## src/design/pwtm_pkg.sv

```systemverilog
// Shared constants and types for the pulse width trimmed mean block.
package pwtm_pkg;

  localparam int TIME_W      = 16;
  localparam int SAMPLES_DEF = 16;
  localparam int QUOT_W      = 16;

  typedef struct packed {
    logic shift;
  } cell_ctrl_t;

endpackage

```

## src/design/pwtm_cell.sv

```systemverilog
// One cell of the insertion sorting chain: holds one width, passes the larger one on.
module pwtm_cell import pwtm_pkg::*; (
  input  logic              clk,
  input  logic              rst,
  input  cell_ctrl_t        ctrl,
  input  logic              tok_in_valid,
  input  logic [TIME_W-1:0] tok_in,
  input  logic [TIME_W-1:0] shift_in,
  output logic              tok_out_valid,
  output logic [TIME_W-1:0] tok_out,
  output logic [TIME_W-1:0] value
);

  logic occupied;
  logic keep_new;

  // The cell keeps the smaller of its own and the incoming width.
  assign keep_new = (tok_in < value);

  always_ff @(posedge clk) begin
    if (rst) begin
      occupied      <= 1'b0;
      tok_out_valid <= 1'b0;
    end else if (ctrl.shift) begin
      value         <= shift_in;
      occupied      <= 1'b0;
      tok_out_valid <= 1'b0;
    end else begin
      tok_out_valid <= 1'b0;
      if (tok_in_valid) begin
        if (!occupied) begin
          value    <= tok_in;
          occupied <= 1'b1;
        end else begin
          value         <= keep_new ? tok_in : value;
          tok_out       <= keep_new ? value : tok_in;
          tok_out_valid <= 1'b1;
        end
      end
    end
  end

endmodule

```

## src/design/pwtm_divider.sv

```systemverilog
// Divider by a fixed divisor, built as a reciprocal multiplication with a registered operand and a registered quotient.
module pwtm_divider import pwtm_pkg::*; #(
  parameter int ACC_W   = 20,
  parameter int DIVISOR = 5
) (
  input  logic              clk,
  input  logic              rst,
  input  logic              go,
  input  logic [ACC_W-1:0]  dividend,
  output logic              done,
  output logic [QUOT_W-1:0] quotient
);

  // With SHIFT = ACC_W + ceil(log2(DIVISOR)) and RECIP = ceil(2^SHIFT / DIVISOR), the
  // top bits of dividend * RECIP give the exact floor quotient for any ACC_W-bit dividend.
  localparam int     SHIFT   = ACC_W + $clog2(DIVISOR);
  localparam int     RECIP_W = ACC_W + 1;
  localparam int     PROD_W  = ACC_W + RECIP_W;
  localparam longint RECIP_L = ((longint'(1) << SHIFT) + longint'(DIVISOR - 1))
                               / longint'(DIVISOR);
  localparam logic [RECIP_W-1:0] RECIP = RECIP_W'(RECIP_L);

  logic [ACC_W-1:0]  num;
  logic [PROD_W-1:0] prod;
  logic              loaded;

  assign prod = PROD_W'(num) * PROD_W'(RECIP);

  always_ff @(posedge clk) begin
    if (rst) begin
      loaded <= 1'b0;
      done   <= 1'b0;
    end else begin
      loaded <= go;
      done   <= loaded;
    end
    if (go) begin
      num <= dividend;
    end
    if (loaded) begin
      quotient <= prod[SHIFT +: QUOT_W];
    end
  end

endmodule

```

## src/design/pulse_width_trimmed_mean_core.sv

```systemverilog
// Top level of the pulse width trimmed mean block: edge pairing, sorting chain and control.
//
// Usage: capture_time carries a timer timestamp; a request is taken at a rising clock
// edge where start is high and busy is low. Requests alternate between a rising and a
// falling signal edge, the first after reset being a rising one. A rising-edge request
// only records the timestamp and busy stays low, so the next request may follow in the
// next cycle. A falling-edge request forms the width (difference modulo 2^16) and feeds
// it into a chain of SAMPLES sorting cells; it ripples one cell per cycle, and busy stays
// high while it settles along the chain.
// Once SAMPLES widths are held, the chain is shifted out in ascending order while the
// middle third is summed, then the sum is divided by the size of the middle third with
// a reciprocal multiplication. valid is then high for one cycle with mean_width, and the
// window starts again empty. For the request that completes a window, busy drops at
// the edge that takes the result, so the next request can be taken in the next cycle.
// Reset (synchronous, rst high) empties the window and expects a rising edge next.
// The receiver cannot stall: each result is shown for exactly one cycle.
module pulse_width_trimmed_mean_core import pwtm_pkg::*; #(
  parameter int SAMPLES = SAMPLES_DEF
) (
  input  logic              clk,
  input  logic              rst,
  input  logic              start,
  output logic              busy,
  input  logic [TIME_W-1:0] capture_time,
  output logic              valid,
  output logic [TIME_W-1:0] mean_width
);

  localparam int TRIM_LO  = SAMPLES / 3;
  localparam int TRIM_HI  = (SAMPLES * 2) / 3;
  localparam int TRIM_CNT = TRIM_HI - TRIM_LO;
  localparam int CNT_W    = $clog2(SAMPLES + 1);
  localparam int ACC_W    = TIME_W + $clog2(SAMPLES);

  typedef enum logic [2:0] {
    ST_IDLE,
    ST_INSERT,
    ST_DRAIN,
    ST_DIV_GO,
    ST_DIV_WAIT
  } state_t;

  state_t            state;
  logic              expect_falling;
  logic [TIME_W-1:0] start_time;
  logic [CNT_W-1:0]  fill_count;
  logic [CNT_W-1:0]  cnt;
  logic [ACC_W-1:0]  acc;

  logic              accept;
  logic              falling_req;
  cell_ctrl_t        ctrl;

  // Chain links: entry i feeds cell i; the extra entry is the spill of the last cell,
  // which never carries a token since the chain is never overfilled.
  logic              tok_valid [SAMPLES+1];
  logic [TIME_W-1:0] tok       [SAMPLES+1];
  logic [TIME_W-1:0] cell_val  [SAMPLES];

  logic              div_done;
  logic [QUOT_W-1:0] div_quot;

  assign busy        = (state != ST_IDLE);
  assign accept      = start && !busy;
  assign falling_req = accept && expect_falling;
  assign ctrl.shift  = (state == ST_DRAIN);

  // A falling edge enters the chain at cell 0 in the same cycle it is taken.
  assign tok_valid[0] = falling_req;
  assign tok[0]       = capture_time - start_time;

  for (genvar i = 0; i < SAMPLES; i++) begin : g_chain
    logic [TIME_W-1:0] right_val;
    if (i == SAMPLES - 1) begin : g_end
      assign right_val = '0;
    end else begin : g_mid
      assign right_val = cell_val[i+1];
    end
    pwtm_cell u_cell (
      .clk          (clk),
      .rst          (rst),
      .ctrl         (ctrl),
      .tok_in_valid (tok_valid[i]),
      .tok_in       (tok[i]),
      .shift_in     (right_val),
      .tok_out_valid(tok_valid[i+1]),
      .tok_out      (tok[i+1]),
      .value        (cell_val[i])
    );
  end

  pwtm_divider #(
    .ACC_W  (ACC_W),
    .DIVISOR(TRIM_CNT)
  ) u_div (
    .clk     (clk),
    .rst     (rst),
    .go      (state == ST_DIV_GO),
    .dividend(acc),
    .done    (div_done),
    .quotient(div_quot)
  );

  assign valid      = div_done;
  assign mean_width = div_quot;

  always_ff @(posedge clk) begin
    if (rst) begin
      state          <= ST_IDLE;
      expect_falling <= 1'b0;
      start_time     <= '0;
      fill_count     <= '0;
      cnt            <= '0;
    end else begin
      unique case (state)
        ST_IDLE: begin
          if (accept) begin
            expect_falling <= !expect_falling;
            if (!expect_falling) begin
              start_time <= capture_time;
            end else begin
              fill_count <= fill_count + CNT_W'(1);
              cnt        <= '0;
              state      <= ST_INSERT;
            end
          end
        end
        ST_INSERT: begin
          // Wait until the new width has settled anywhere along the chain.
          if (cnt == CNT_W'(SAMPLES - 2)) begin
            cnt <= '0;
            acc <= '0;
            if (fill_count == CNT_W'(SAMPLES)) begin
              state <= ST_DRAIN;
            end else begin
              state <= ST_IDLE;
            end
          end else begin
            cnt <= cnt + CNT_W'(1);
          end
        end
        ST_DRAIN: begin
          // Cell 0 shows the widths in ascending order, one per cycle.
          if (cnt >= CNT_W'(TRIM_LO)) begin
            acc <= acc + ACC_W'(cell_val[0]);
          end
          if (cnt == CNT_W'(TRIM_HI - 1)) begin
            fill_count <= '0;
            state      <= ST_DIV_GO;
          end else begin
            cnt <= cnt + CNT_W'(1);
          end
        end
        ST_DIV_GO: begin
          state <= ST_DIV_WAIT;
        end
        ST_DIV_WAIT: begin
          if (div_done) begin
            state <= ST_IDLE;
          end
        end
        default: begin
          state <= ST_IDLE;
        end
      endcase
    end
  end

endmodule

```

## config.mk

```make
export PLATFORM = sky130hd
export DESIGN_NAME = pulse_width_trimmed_mean_core
export DESIGN_NICKNAME = d
export VERILOG_FILES = /design/src/design/pwtm_pkg.sv /design/src/design/pwtm_cell.sv /design/src/design/pwtm_divider.sv /design/src/design/pulse_width_trimmed_mean_core.sv
export SDC_FILE = /design/constraint.sdc
export NUM_CORES = 2
export LEC_CHECK = 0
export BUFFER_PORTS_ARGS = -buffer_cell sky130_fd_sc_hd__buf_2
export CORE_MARGIN = 2
export CORE_UTILIZATION = 35
export CTS_CLUSTER_SIZE = 30
export DETAILED_ROUTE_END_ITERATION = 8
export HOLD_SLACK_MARGIN = 0.1
export PLACE_DENSITY_LB_ADDON = 0.12
export SYNTH_ARGS = -nofsm -noshare
export SYNTH_HDL_FRONTEND = slang
export SYNTH_SLANG_ARGS = --single-unit
```

## constraint.sdc

```tcl
create_clock -name clk -period 7.5 [get_ports clk]
set_clock_uncertainty 0.15 [all_clocks]
set_input_delay 0 -clock clk [delete_from_list [all_inputs] [get_ports clk]]
set_output_delay 0 -clock clk [all_outputs]
set_load 0.01 [all_outputs]
```

==> results_dict.tcl <==
set metrics [dict create \
    cts_tree "built" \
    synth_top_family_by_area "adder cells" \
    critPathMaxStageDelay_ns 0.57 \
    cp.required_ns 7.72 \
    timing.final.setup_violations 0 \
    path_delay_family "adder cells" \
    htreeDepth 3 \
    final_cell_area_um2 43850 \
    drc 0 \
    cts_made_buffers 76 \
    hold_path.class "reg -> reg" \
    power_leakage_nw 18.92 \
    min_period_over_period_pct 86.90 \
    muxShareOfSynthArea_pct 6.920 \
    clkTransAtPathRegs_ns 0.06 \
    reg2reg_depth 20 \
    dieArea_um2 113300 \
    crit_arrival_ns 6.74 \
    hold_path_startpoint "g_chain[15].u_cell.occupied" \
    crit_type "reg -> reg" \
    via_count 24111 \
    r2r-end "u_div.quotient[15]" \
    hold_path_depth 1 \
    ys_warn_count 0 \
    crit_fanout 7 \
    rsz0062_at_grt "false" \
    period_needed_ns 6.518 \
    cts.sinks 615 \
    ys_top_cells_by_area "edfxtp_1, ha_1, mux2_2, fa_1, inv_1" \
    grt_pass1_vias 25013 \
    tns_ns 0 \
    placed_cell_area_um2 40720 \
    min_to "g_chain[15].u_cell.occupied" \
    syn_inst 3403 \
    whs_ns 0.3177 \
    fin_nets 4138 \
    timing.critical_path.buf_inv 5 \
    max-slew-margin-rel_pct 23.09 \
    cp-start-kind "flip-flop" \
    ys_async_sr_fraction_pct 0 \
    synthesis.area_um2 38710 \
    finalHoldViolations 0 \
    core.rowCount 122 \
    flow.area_growth_from_synthesis_pct 13.26 \
    grt_antenna_before_repair 0 \
    drv_cap 0 \
    drv_slew 0 \
    synth_compound_area_share_pct 10.45 \
    wl_per_cell_um 17.01 \
    placeableCoreArea_um2 110200 \
    via_per_inst 4.754 \
    die_h_um 336.6 \
    synthAdderAreaFrac_pct 21.86 \
    track_usage_pct 15.56 \
    initial_core_util_pct 35.13 \
    end_kind "flip-flop" \
    r2r_start "u_div.num[0]" \
    pin_count 37 \
    max_freq_ghz 0.1534 \
    portBuffers 36 \
    cp_slowest_cell "fa_1" \
    synth.distinct_cells 61 \
    ys.flop_type "edfxtp_1" \
    firstDrtPassIters 5 \
    powerDensity_nw_per_um2 175.4 \
    rrSetupSlack_ns 0.98 \
    grt-ovfl-total 0 \
    ir_worst_vdd_uv 253.9 \
    tightestPinTransition_ns 1.150 \
    synth_edf_count 552 \
    routed_wirelength_um 86260 \
    antennaDiodeCount 0 \
    cp_cell_sequence "ha_1 -> ha_1 -> inv_1 -> fa_1 -> inv_1 -> fa_1 -> fa_1 -> fa_1 -> inv_1 -> fa_1 -> inv_1 -> ha_1 -> nand2_1 -> o31a_1 -> or3_1 -> inv_1 -> o2111ai_1 -> a21oi_1 -> a21oi_1 -> xnor2_1" \
    status "finished, final reports clean" \
    antenna_left 0 \
    gp_congestion 0.8616 \
    yosys.cell_count.top_type "edfxtp_1" \
    avgSynthCellArea_um2 11.38 \
    clkLatencyLatePin_ns 0.63 \
    synth_common_cells "edfxtp_1, inv_1, ha_1" \
    p_total_w 0.007689 \
    grt_max_degree 234 \
    nFillCells 10779 \
    layout-drive-gt1-share_pct 12.28 \
    cts.root.buffer_cell "clkbuf_16" \
    synth-xor-area-share_pct 1.493 \
    synthSimpleGateAreaFrac_pct 7.395 \
    clockBufferDepth 3 \
    grt_pass1_wl_um 140500 \
    yosys.area.top_type_share_pct 42.82 \
    syn_nets 4019 \
    drt_iter0_drc 1238 \
    yosysTopAreaCell "edfxtp_1" \
    die_x_um 336.6 \
    ys_seq_area_share_pct 46.08 \
    synth.ff_latch_count 615 \
    dp_hpwl_um 64860 \
]
## cells by family (layout without fill, tap and decap cells)
family / count (synthesis) / after routing
simple gates: 627 / 627
xor+xnor: 66 / 66
compound gates: 665 / 665
fa+ha+maj: 597 / 597
mux: 238 / 238
buf+inv: 595 / 776
flops: 615 / 615
## stage by stage
step / cells / utilization, % / worst slack, ns
after global placement: 4865 / 36.95 / 1.035
after CTS: 5072 / 39.78 / 0.9673
after detailed placement: 4865 / 36.95 / 0.9823
after floorplan: 3403 / - / 1.425
after global routing: 5072 / 39.78 / 0.6831
final: 5072 / 39.78 / 0.9821
## routing by layer
metal / GRT usage [%] / wire length, µm / vias to the layer above
met5: 0 / 0 / -
met4: 3.771 / 1535 / 0
met3: 2.295 / 2492 / 104
met2: 24.51 / 37880 / 272
met1: 22.42 / 44340 / 11457
li1: - / - / 12278
## layout by cell type (no fill, tap or decap), types with 63 or more instances in the layout
master and n:
nand2_1 330, dfxtp_1 63, ha_1 465, o21ai_0 298, a21oi_1 130, a21o_1 94, nor2_1 80, inv_1 501
dlygate4sd3_1 67, clkbuf_16 79, mux2_2 237, fa_1 132, edfxtp_1 552
## state kept, by name (all words and copies together), names as in the netlist
register	flops
u_div.loaded	1
fill_count	5
state	3
acc	20
cnt	5
start_time	16
u_div.num	20
u_div.done	1
expect_falling	1
g_chain.u_cell.value	256
u_div.quotient	16
g_chain.u_cell.tok_out	240
g_chain.u_cell.tok_out_valid	15
g_chain.u_cell.occupied	16
## worst max path at each step
| stage | start | end | slack, ns | depth (start not counted) |
|---|---|---|---|---|
| 2_1_floorplan | u_div.num[5] | u_div.quotient[12] | 1.42 | 22 |
| 3_3_place_gp | u_div.num[0] | u_div.quotient[15] | 1.03 | 20 |
| 3_5_place_dp | u_div.num[0] | u_div.quotient[15] | 0.98 | 20 |
| 4_1_cts | u_div.num[0] | u_div.quotient[15] | 0.97 | 20 |
| 5_1_grt | u_div.num[0] | u_div.quotient[15] | 0.68 | 20 |
| 6_report | u_div.num[0] | u_div.quotient[15] | 0.98 | 20 |
## cell type report
cell class | instances | area (µm²) | share of cell area, %
Tap cell | 1488 | 1862 | 4.246
Clock inverter | 33 | 342.8 | 0.7819
Sequential cell | 615 | 17840 | 40.68
Inverter | 501 | 1881 | 4.289
Clock buffer | 107 | 2112 | 4.817
Multi-Input combinational cell | 2193 | 18710 | 42.67
Timing Repair Buffer | 135 | 1104 | 2.517
## power breakdown
group	internal [W]	switching, W
registers	0.00370	0.0000111
logic	0.000135	0.000163
clock network	0.00218	0.00150
total	0.00602	0.00167
## repair_timing
action,in CTS,in global routing
endpoints found under the hold margin,63,0
gates resized for setup,0,0
hold buffers,67,0
buffers inserted,0,0
Note: power is estimated with default switching activity, not from simulation.
